===== config.mk =====
export PLATFORM = sky130hd
export DESIGN_NAME = polynomial_bisection_root_core
export DESIGN_NICKNAME = d
export VERILOG_FILES = /design/src/rtl/pbr_pkg.sv /design/src/rtl/pbr_coef_ram.sv /design/src/rtl/pbr_horner.sv /design/src/rtl/polynomial_bisection_root_core.sv
export SDC_FILE = /design/constraint.sdc
export NUM_CORES = 2
export LEC_CHECK = 0
export ABC_CLOCK_PERIOD_IN_PS = 10100
export BUFFER_PORTS_ARGS = -buffer_cell sky130_fd_sc_hd__buf_2
export CORE_MARGIN = 4
export CORE_UTILIZATION = 50
export CTS_CLUSTER_DIAMETER = 80
export DETAILED_ROUTE_END_ITERATION = 6
export PLACE_DENSITY = 0.66
export SYNTH_ARGS = -nofsm -noshare
export SYNTH_HDL_FRONTEND = slang
export SYNTH_SLANG_ARGS = --single-unit

===== constraint.sdc =====
create_clock -name clk -period 10.1 [get_ports clk]
set_input_delay 1.515 -clock clk [delete_from_list [all_inputs] [get_ports clk]]
set_output_delay 1.515 -clock clk [all_outputs]
set_load 0.1 [all_outputs]

===== src/rtl/pbr_pkg.sv =====
// ---------------------------------------------------------------------------
// pbr_pkg
// Shared types, constants and helpers of the polynomial bisection root core.
// ---------------------------------------------------------------------------
package pbr_pkg;

    localparam int MAX_TERMS  = 16;
    localparam int FRAC_BITS  = 20;
    localparam int ADDR_W     = $clog2(MAX_TERMS);
    localparam int IDX_W      = 4;
    localparam int WORD_W     = 32;
    localparam int TOL_W      = 16;
    localparam int LIM_W      = 8;
    localparam int STATUS_W   = 3;
    localparam int CFG_IDX_W  = 2;
    localparam int CFG_DATA_W = 16;

    // register indexes
    localparam logic [CFG_IDX_W-1:0] REG_DEGREE    = 2'd0;
    localparam logic [CFG_IDX_W-1:0] REG_TOLERANCE = 2'd1;
    localparam logic [CFG_IDX_W-1:0] REG_ITER_LIM  = 2'd2;

    // word kinds
    localparam logic KIND_LOAD  = 1'b0;
    localparam logic KIND_SOLVE = 1'b1;

    // result status codes
    localparam logic [STATUS_W-1:0] ST_EXACT_A   = 3'd0;
    localparam logic [STATUS_W-1:0] ST_EXACT_B   = 3'd1;
    localparam logic [STATUS_W-1:0] ST_SAME_SIGN = 3'd2;
    localparam logic [STATUS_W-1:0] ST_EXACT_MID = 3'd3;
    localparam logic [STATUS_W-1:0] ST_APPROX    = 3'd4;

    typedef struct packed {
        logic                     kind;
        logic [IDX_W-1:0]         coef_index;
        logic signed [WORD_W-1:0] coef_value;
        logic signed [WORD_W-1:0] left_end;
        logic signed [WORD_W-1:0] right_end;
    } cmd_t;

    typedef struct packed {
        logic signed [WORD_W-1:0] root;
        logic [STATUS_W-1:0]      status;
        logic [LIM_W-1:0]         steps_taken;
        logic                     saturated;
    } res_t;

    typedef struct packed {
        logic                     start;
        logic signed [WORD_W-1:0] x;
    } eval_req_t;

    typedef struct packed {
        logic                     done;
        logic signed [WORD_W-1:0] value;
        logic                     sat;
    } eval_rsp_t;

    function automatic logic [ADDR_W-1:0] to_addr(input logic [IDX_W-1:0] idx);
        logic [ADDR_W+IDX_W-1:0] wide;
        wide = {{ADDR_W{1'b0}}, idx};
        return wide[ADDR_W-1:0];
    endfunction

    function automatic logic idx_in_range(input logic [IDX_W-1:0] idx);
        logic [ADDR_W+IDX_W-1:0] wide;
        wide = {{ADDR_W{1'b0}}, idx};
        return wide < (ADDR_W+IDX_W)'(MAX_TERMS);
    endfunction

endpackage


===== src/rtl/pbr_coef_ram.sv =====
// ---------------------------------------------------------------------------
// pbr_coef_ram
// Coefficient store: one write port, one read port, registered read data.
// ---------------------------------------------------------------------------
module pbr_coef_ram
    import pbr_pkg::*;
(
    input  logic                     clk,
    input  logic                     wr_en,
    input  logic [ADDR_W-1:0]        wr_addr,
    input  logic signed [WORD_W-1:0] wr_data,
    input  logic                     rd_en,
    input  logic [ADDR_W-1:0]        rd_addr,
    output logic signed [WORD_W-1:0] rd_data
);

    logic signed [WORD_W-1:0] mem [MAX_TERMS];
    logic signed [WORD_W-1:0] rd_data_reg;

    always_ff @(posedge clk)
    begin
        if (wr_en)
        begin
            mem[wr_addr] <= wr_data;
        end
    end

    always_ff @(posedge clk)
    begin
        if (rd_en)
        begin
            rd_data_reg <= mem[rd_addr];
        end
    end

    assign rd_data = rd_data_reg;

endmodule


===== src/rtl/pbr_horner.sv =====
// ---------------------------------------------------------------------------
// pbr_horner
// Horner evaluator: one shared 32x32 multiplier, coefficients read from the
// store one per step, round half up and saturate after each step.
// ---------------------------------------------------------------------------
module pbr_horner
    import pbr_pkg::*;
(
    input  logic                     clk,
    input  logic                     rst_n,
    input  logic [IDX_W-1:0]         degree,
    input  eval_req_t                req,
    output eval_rsp_t                rsp,
    output logic                     rd_en,
    output logic [ADDR_W-1:0]        rd_addr,
    input  logic signed [WORD_W-1:0] rd_data
);

    localparam logic [2:0] H_IDLE = 3'd0;
    localparam logic [2:0] H_LOAD = 3'd1;
    localparam logic [2:0] H_MUL  = 3'd2;
    localparam logic [2:0] H_ADD  = 3'd3;
    localparam logic [2:0] H_DONE = 3'd4;

    localparam logic signed [2*WORD_W-1:0] HALF   = 64'sd1 <<< (FRAC_BITS - 1);
    localparam logic signed [2*WORD_W:0]   SUM_HI = 65'sd2147483647;
    localparam logic signed [2*WORD_W:0]   SUM_LO = -65'sd2147483648;

    logic [2:0]                 state_reg, state_next;
    logic [IDX_W-1:0]           step_reg, step_next;
    logic                       sat_reg, sat_next;
    logic signed [WORD_W-1:0]   x_reg, x_next;
    logic signed [WORD_W-1:0]   acc_reg, acc_next;
    logic signed [2*WORD_W-1:0] prod_reg, prod_next;

    logic signed [2*WORD_W-1:0] shifted;
    logic signed [WORD_W-1:0]   coef_term;
    logic signed [2*WORD_W:0]   sum;
    logic                       can_start;

    assign can_start = (state_reg == H_IDLE) || (state_reg == H_DONE);
    assign shifted   = (prod_reg + HALF) >>> FRAC_BITS;
    assign coef_term = idx_in_range(step_reg) ? rd_data : '0;
    assign sum       = (2*WORD_W+1)'(shifted) + (2*WORD_W+1)'(coef_term);

    always_comb
    begin
        state_next = state_reg;
        step_next  = step_reg;
        sat_next   = sat_reg;
        x_next     = x_reg;
        acc_next   = acc_reg;
        prod_next  = prod_reg;
        rd_en      = 1'b0;
        rd_addr    = to_addr(step_reg);
        case (state_reg)
            H_IDLE, H_DONE:
            begin
                if (req.start)
                begin
                    x_next     = req.x;
                    sat_next   = 1'b0;
                    rd_en      = 1'b1;
                    rd_addr    = '0;
                    state_next = H_LOAD;
                end
                else
                begin
                    state_next = H_IDLE;
                end
            end
            H_LOAD:
            begin
                acc_next   = rd_data;
                step_next  = IDX_W'(1);
                state_next = (degree == '0) ? H_DONE : H_MUL;
            end
            H_MUL:
            begin
                prod_next  = acc_reg * x_reg;
                rd_en      = idx_in_range(step_reg);
                state_next = H_ADD;
            end
            H_ADD:
            begin
                if (sum > SUM_HI)
                begin
                    acc_next = SUM_HI[WORD_W-1:0];
                    sat_next = 1'b1;
                end
                else if (sum < SUM_LO)
                begin
                    acc_next = SUM_LO[WORD_W-1:0];
                    sat_next = 1'b1;
                end
                else
                begin
                    acc_next = sum[WORD_W-1:0];
                end
                if (step_reg == degree)
                begin
                    state_next = H_DONE;
                end
                else
                begin
                    step_next  = step_reg + IDX_W'(1);
                    state_next = H_MUL;
                end
            end
            default:
            begin
                state_next = H_IDLE;
            end
        endcase
    end

    always_ff @(posedge clk or negedge rst_n)
    begin
        if (!rst_n)
        begin
            state_reg <= H_IDLE;
            step_reg  <= '0;
            sat_reg   <= 1'b0;
        end
        else
        begin
            state_reg <= state_next;
            step_reg  <= step_next;
            sat_reg   <= sat_next;
        end
    end

    always_ff @(posedge clk)
    begin
        x_reg    <= x_next;
        acc_reg  <= acc_next;
        prod_reg <= prod_next;
    end

    assign rsp.done  = (state_reg == H_DONE) && !can_start ? 1'b0 : (state_reg == H_DONE);
    assign rsp.value = acc_reg;
    assign rsp.sat   = sat_reg;

endmodule


===== src/rtl/polynomial_bisection_root_core.sv =====
// ---------------------------------------------------------------------------
// polynomial_bisection_root_core
// Bisection root finder for a fixed-point polynomial held in a small store.
// ---------------------------------------------------------------------------
// A load word (kind 0) writes one Q12.20 coefficient, highest power at index
// 0, and returns nothing. A solve word (kind 1) evaluates p(a) and p(b),
// then bisects unless the end values decide, and returns one result word.
// Each evaluation runs through the shared Horner unit: it loads the first
// coefficient, then does one 32x32 multiply and one round/add/saturate per
// further coefficient, with coefficients read from the store through its
// registered read port. A solve takes at most iteration_limit bisection
// steps; a result still waiting on the output holds the core until it is
// taken. The coefficient store comes up undefined: write every coefficient
// up to the configured degree before solving. Configuration registers
// (degree, tolerance, iteration limit) are to be written by the user only
// while the core is idle; the core itself does not enforce this.
// ---------------------------------------------------------------------------
module polynomial_bisection_root_core
    import pbr_pkg::*;
(
    input  logic                  clk,
    input  logic                  rst_n,
    input  logic                  cfg_write,
    input  logic [CFG_IDX_W-1:0]  cfg_index,
    input  logic [CFG_DATA_W-1:0] cfg_data,
    input  logic                  cmd_valid,
    output logic                  cmd_ready,
    input  cmd_t                  cmd,
    output logic                  res_valid,
    input  logic                  res_ready,
    output res_t                  res
);

    localparam logic [2:0] S_IDLE   = 3'd0;
    localparam logic [2:0] S_EVAL_A = 3'd1;
    localparam logic [2:0] S_EVAL_B = 3'd2;
    localparam logic [2:0] S_CHECK  = 3'd3;
    localparam logic [2:0] S_LOOP   = 3'd4;
    localparam logic [2:0] S_EVAL_C = 3'd5;
    localparam logic [2:0] S_EMIT   = 3'd6;

    logic [IDX_W-1:0]         degree_reg;
    logic [TOL_W-1:0]         tol_reg;
    logic [LIM_W-1:0]         limit_reg;

    logic [2:0]               state_reg, state_next;
    logic                     res_valid_reg, res_valid_next;
    logic                     sat_reg, sat_next;
    logic [LIM_W-1:0]         steps_reg, steps_next;
    logic [STATUS_W-1:0]      status_reg, status_next;
    logic signed [WORD_W-1:0] a_reg, a_next;
    logic signed [WORD_W-1:0] b_reg, b_next;
    logic signed [WORD_W-1:0] fa_reg, fa_next;
    logic signed [WORD_W-1:0] fb_reg, fb_next;
    logic signed [WORD_W-1:0] root_reg, root_next;
    res_t                     res_reg, res_next;

    eval_req_t                eval_req;
    eval_rsp_t                eval_rsp;
    logic                     rd_en;
    logic [ADDR_W-1:0]        rd_addr;
    logic signed [WORD_W-1:0] rd_data;
    logic                     cmd_fire;
    logic                     ram_we;

    logic signed [WORD_W:0]   sum_ab;
    logic signed [WORD_W-1:0] mid;
    logic signed [WORD_W:0]   width;
    logic                     fa_pos, fa_neg, fb_pos, fb_neg, fc_pos, fc_neg;

    function automatic logic below_tol(input logic signed [WORD_W-1:0] v,
                                       input logic [TOL_W-1:0] t);
        logic signed [WORD_W+1:0] wv;
        logic signed [WORD_W+1:0] wt;
        wv = (WORD_W+2)'(v);
        wt = (WORD_W+2)'({1'b0, t});
        return (wv < wt) && (wv > -wt);
    endfunction

    function automatic logic above_tol(input logic signed [WORD_W:0] v,
                                       input logic [TOL_W-1:0] t);
        logic signed [WORD_W+1:0] wv;
        logic signed [WORD_W+1:0] wt;
        wv = (WORD_W+2)'(v);
        wt = (WORD_W+2)'({1'b0, t});
        return (wv > wt) || (wv < -wt);
    endfunction

    assign cmd_ready = (state_reg == S_IDLE);
    assign cmd_fire  = cmd_valid && cmd_ready;
    assign ram_we    = cmd_fire && (cmd.kind == KIND_LOAD) && idx_in_range(cmd.coef_index);

    // floor((a+b)/2) is exact in 33 bits
    assign sum_ab = (WORD_W+1)'(a_reg) + (WORD_W+1)'(b_reg);
    assign mid    = sum_ab[WORD_W:1];
    assign width  = (WORD_W+1)'(b_reg) - (WORD_W+1)'(a_reg);

    assign fa_neg = fa_reg[WORD_W-1];
    assign fa_pos = !fa_reg[WORD_W-1] && (fa_reg != '0);
    assign fb_neg = fb_reg[WORD_W-1];
    assign fb_pos = !fb_reg[WORD_W-1] && (fb_reg != '0);
    assign fc_neg = eval_rsp.value[WORD_W-1];
    assign fc_pos = !eval_rsp.value[WORD_W-1] && (eval_rsp.value != '0);

    pbr_coef_ram u_ram (
        .clk     (clk),
        .wr_en   (ram_we),
        .wr_addr (to_addr(cmd.coef_index)),
        .wr_data (cmd.coef_value),
        .rd_en   (rd_en),
        .rd_addr (rd_addr),
        .rd_data (rd_data)
    );

    pbr_horner u_horner (
        .clk     (clk),
        .rst_n   (rst_n),
        .degree  (degree_reg),
        .req     (eval_req),
        .rsp     (eval_rsp),
        .rd_en   (rd_en),
        .rd_addr (rd_addr),
        .rd_data (rd_data)
    );

    always_comb
    begin
        state_next     = state_reg;
        res_valid_next = res_valid_reg;
        sat_next       = sat_reg;
        steps_next     = steps_reg;
        status_next    = status_reg;
        a_next         = a_reg;
        b_next         = b_reg;
        fa_next        = fa_reg;
        fb_next        = fb_reg;
        root_next      = root_reg;
        res_next       = res_reg;
        eval_req.start = 1'b0;
        eval_req.x     = a_reg;

        if (res_valid_reg && res_ready)
        begin
            res_valid_next = 1'b0;
        end

        case (state_reg)
            S_IDLE:
            begin
                if (cmd_fire && (cmd.kind == KIND_SOLVE))
                begin
                    a_next         = cmd.left_end;
                    b_next         = cmd.right_end;
                    sat_next       = 1'b0;
                    steps_next     = '0;
                    root_next      = '0;
                    eval_req.start = 1'b1;
                    eval_req.x     = cmd.left_end;
                    state_next     = S_EVAL_A;
                end
            end
            S_EVAL_A:
            begin
                if (eval_rsp.done)
                begin
                    fa_next        = eval_rsp.value;
                    sat_next       = sat_reg | eval_rsp.sat;
                    eval_req.start = 1'b1;
                    eval_req.x     = b_reg;
                    state_next     = S_EVAL_B;
                end
            end
            S_EVAL_B:
            begin
                if (eval_rsp.done)
                begin
                    fb_next    = eval_rsp.value;
                    sat_next   = sat_reg | eval_rsp.sat;
                    state_next = S_CHECK;
                end
            end
            S_CHECK:
            begin
                if (below_tol(fa_reg, tol_reg))
                begin
                    status_next = ST_EXACT_A;
                    root_next   = a_reg;
                    state_next  = S_EMIT;
                end
                else if (below_tol(fb_reg, tol_reg))
                begin
                    status_next = ST_EXACT_B;
                    root_next   = b_reg;
                    state_next  = S_EMIT;
                end
                else if ((fa_pos && fb_pos) || (fa_neg && fb_neg))
                begin
                    status_next = ST_SAME_SIGN;
                    state_next  = S_EMIT;
                end
                else
                begin
                    status_next = ST_APPROX;
                    state_next  = S_LOOP;
                end
            end
            S_LOOP:
            begin
                if (above_tol(width, tol_reg) && (steps_reg < limit_reg))
                begin
                    root_next      = mid;
                    eval_req.start = 1'b1;
                    eval_req.x     = mid;
                    state_next     = S_EVAL_C;
                end
                else
                begin
                    root_next  = mid;
                    state_next = S_EMIT;
                end
            end
            S_EVAL_C:
            begin
                // root_reg holds the midpoint under evaluation
                if (eval_rsp.done)
                begin
                    sat_next   = sat_reg | eval_rsp.sat;
                    steps_next = steps_reg + LIM_W'(1);
                    if (below_tol(eval_rsp.value, tol_reg))
                    begin
                        status_next = ST_EXACT_MID;
                        state_next  = S_EMIT;
                    end
                    else
                    begin
                        if ((fa_pos && fc_neg) || (fa_neg && fc_pos))
                        begin
                            b_next = root_reg;
                        end
                        else
                        begin
                            a_next  = root_reg;
                            fa_next = eval_rsp.value;
                        end
                        state_next = S_LOOP;
                    end
                end
            end
            S_EMIT:
            begin
                // hold until the output register is free
                if (!res_valid_reg || res_ready)
                begin
                    res_next.root        = root_reg;
                    res_next.status      = status_reg;
                    res_next.steps_taken = steps_reg;
                    res_next.saturated   = sat_reg;
                    res_valid_next       = 1'b1;
                    state_next           = S_IDLE;
                end
            end
            default:
            begin
                state_next = S_IDLE;
            end
        endcase
    end

    always_ff @(posedge clk or negedge rst_n)
    begin
        if (!rst_n)
        begin
            state_reg     <= S_IDLE;
            res_valid_reg <= 1'b0;
            degree_reg    <= '0;
            tol_reg       <= TOL_W'(1);
            limit_reg     <= LIM_W'(100);
        end
        else
        begin
            state_reg     <= state_next;
            res_valid_reg <= res_valid_next;
            if (cfg_write)
            begin
                case (cfg_index)
                    REG_DEGREE:    degree_reg <= cfg_data[IDX_W-1:0];
                    REG_TOLERANCE: tol_reg    <= cfg_data[TOL_W-1:0];
                    REG_ITER_LIM:  limit_reg  <= cfg_data[LIM_W-1:0];
                    default:       ;
                endcase
            end
        end
    end

    always_ff @(posedge clk)
    begin
        sat_reg    <= sat_next;
        steps_reg  <= steps_next;
        status_reg <= status_next;
        a_reg      <= a_next;
        b_reg      <= b_next;
        fa_reg     <= fa_next;
        fb_reg     <= fb_next;
        root_reg   <= root_next;
        res_reg    <= res_next;
    end

    assign res_valid = res_valid_reg;
    assign res       = res_reg;

endmodule

==> out/metrics.cfg <==
[floorplanning]
pin_count=170
dieArea_mm2=0.173
row_count=149
core_area_mm2=0.165
initial_utilization_pct=50.3
die_x_um=416
die_h_um=416

[timing]
fmax_mhz=104
hold_viol_final=0
fin_crit_sh_pct=94.9
finalSetupViolCount=0
worst_slew_pin_slew_ps=1200
fin_tns_setup_ps=0
slew_viol_final=0
rsz0062_at_grt=no
period_needed_ps=9590
maxSlewHeadroom_pct=20.0
finClkSkew_ps=98.7

[finish]
fin_util_pct=54.4
regArea_mm2=0.0271
final_area_mm2=0.0897
syn_to_final_growth_pct=7.96
largest_register_ffs=512
fillers=14178
multi_input_area_mm2=0.0502
drive_above_1_share_pct=8.96
nets=9313

[yosys]
synth_common_cells=1,186 x inv_1, 1,084 x fa_1, 917 x nand2_1
yosysMostFrequentCell=inv_1
synth.top_cell.area_share_pct=31.4
syn_area_mm2=0.0831
synthTopCellsByArea=edfxtp_1 31%, fa_1 26%, ha_1 7.5%, inv_1 5.4%, nand2_1 4.1%
synth_edf_count=869
seq_area_frac_synth_pct=32.6
ys_ff_latch=909
synthFlopType=edfxtp_1
synth_cell_types=100
synth_area_leader_cell=edfxtp_1
ys_async_sr_fraction_pct=4.40
synthesis.nets=9279
ys_warn_count=0
synth_cells=7575
synth.avg_cell_area_um2=11.0

[clocking]
root_buffer=clkbuf_16
clk_latency_ps=800
clockBufferDepth=3
path_clk_slew_ps=60
tritoncts=built
cts-hold-fix-buffers=0
post_cts.repair.setup_buffers=0
h-tree-depth=3
cts_resized=0
numCtsBuffers=99
cts_sinks=909

[worst_setup_path]
crit_start=u_horner.x_reg[4]
reg2reg_from=u_horner.x_reg[4]
ff2ff_path_depth=26
critPathRequiredTime_ps=10610
cp.arrival_ps=10100
rr_endpoint=u_horner.prod_reg[63]
crit_type=flip-flop to flip-flop
start_kind=flip-flop
worstSetupEndpointType=flip-flop
reg2reg_setup_slack_ps=510
cp_max_fo=20
crit_end=u_horner.prod_reg[63]

[power_and_ir_drop]
ir_drop_uv=166
power.leakage_nw=38.3
p_per_area_mw_per_mm2=91.8
power_mw=8.24

[min_path]
hold_depth=0
hold_path_class=flip-flop to flip-flop

[detailed_routing]
wl_mm=229
viasPerCell=5.79
route.detailed.drc=0
vias=57199
dr.pass1.iters=5
wl_per_cell_um=23.2
postRouteAntennaNets=0
drt_iter0_drc=5007

[grt]
grt_max_degree=123
grt_pass1_vias=60171
grtUsageTotal_pct=27.2
grt_first_pass_wirelength_mm=361
overflow=0
antenna_found_initial=9

[placed_design]
io_buffers=169
placed_area_mm2=0.0864
hpwl_mm=173
gp_congestion=0.934

[job]
drv_cap=0

[outcome]
status=finished clean

==> logic make-up (layout without fill, tap and decap cells) <==
family                   after synthesis  in the layout  share of synthesized area (%)
other                                  0              4                              0
AO/OA/AOI/OAI                        991            991                           8.18
AND/OR/NAND/NOR                     2166           2166                           12.7
adder cells (fa/ha/maj)             1580           1580                           33.6
multiplexers                         166            166                           3.51
flip-flops                           909            909                           32.6
buffers and inverters               1552           1670                           7.14
XOR/XNOR                             211            211                           2.22
==> routing by layer <==
metal | wire length (um) | up-vias | track usage (%)
met5 | 41 | - | 0
met2 | 111000 | 2146 | 45.1
li1 | - | 25166 | -
met3 | 16200 | 420 | 4.31
met1 | 93700 | 29461 | 36.7
met4 | 8420 | 6 | 9.09
==> worst max-delay path: stages, from the launching register on <==
cell	delay [ps]
edfxtp_1	1060
buf_4	330
nand2_1	100
fa_1	570
inv_1	60
fa_1	540
inv_1	60
fa_1	490
fa_1	490
inv_1	50
fa_1	530
fa_1	460
fa_1	550
inv_1	60
fa_1	530
inv_1	50
ha_1	390
and4_1	280
nand4_1	210
a221oi_1	730
o21a_1	310
o21ai_0	360
o21a_1	360
o21a_1	240
o21ai_0	290
a21oi_1	130
xnor2_1	130
==> where the power goes <==
part | internal [mW] | leakage, nW | switching [mW]
Combinational | 0.140 | 29.0 | 0.214
Clock | 2.05 | 1.59 | 1.66
Sequential | 4.12 | 7.79 | 0.0565
Total | 6.31 | 38.3 | 1.93
==> final cells by class <==
type / count / area share (%)
antenna: 4 / 0.0112
clock buffer: 116 / 2.83
clock inverter: 69 / 0.868
inverter: 1190 / 4.98
multi-input combinational: 5114 / 56.0
sequential: 909 / 30.2
tap: 2189 / 3.05
timing repair buffer: 295 / 2.03
==> worst min path at each step <==
| stage | startpoint | endpoint |
|---|---|---|
| 6_report | root_reg[18] | res[30] |
| 5_1_grt | root_reg[5] | res[17] |
| 4_1_cts | root_reg[18] | res[30] |
| 3_5_place_dp | root_reg[18] | res[30] |
| 3_3_place_gp | root_reg[17] | res[29] |
| 2_1_floorplan | status_reg[1] | res[10] |
==> layout by cell type, fill, tap and decap left out, types with 29 or more instances in the layout <==
cell type / instances
xnor2_1: 135
o22ai_1: 33
dfrtp_1: 34
mux2i_1: 36
nand2b_1: 40
nor4_1: 40
nand2_1: 915
and3_1: 41
clkbuf_16: 99
nor3_1: 56
o221ai_2: 29
nand3_1: 102
ha_1: 496
xor2_1: 76
mux2_2: 33
o211ai_1: 37
buf_2: 169
mux4_2: 97
inv_1: 1186
a21oi_1: 319
nor2_1: 228
a31oi_1: 43
edfxtp_1: 869
fa_1: 1084
a21o_1: 94
buf_4: 124
o21ai_0: 144
nand4_1: 59
and2_1: 530
nor2b_1: 64
==> metrics by stage <==
step	std cells	setup WS, ps	hold WS (ps)
final	9886	511	450
after global routing	9882	99.6	453
after CTS	9882	560	449
after detailed placement	9697	509	434
after global placement	9697	654	438
after floorplan	7575	2180	400
(Power assumes the default switching activity.)
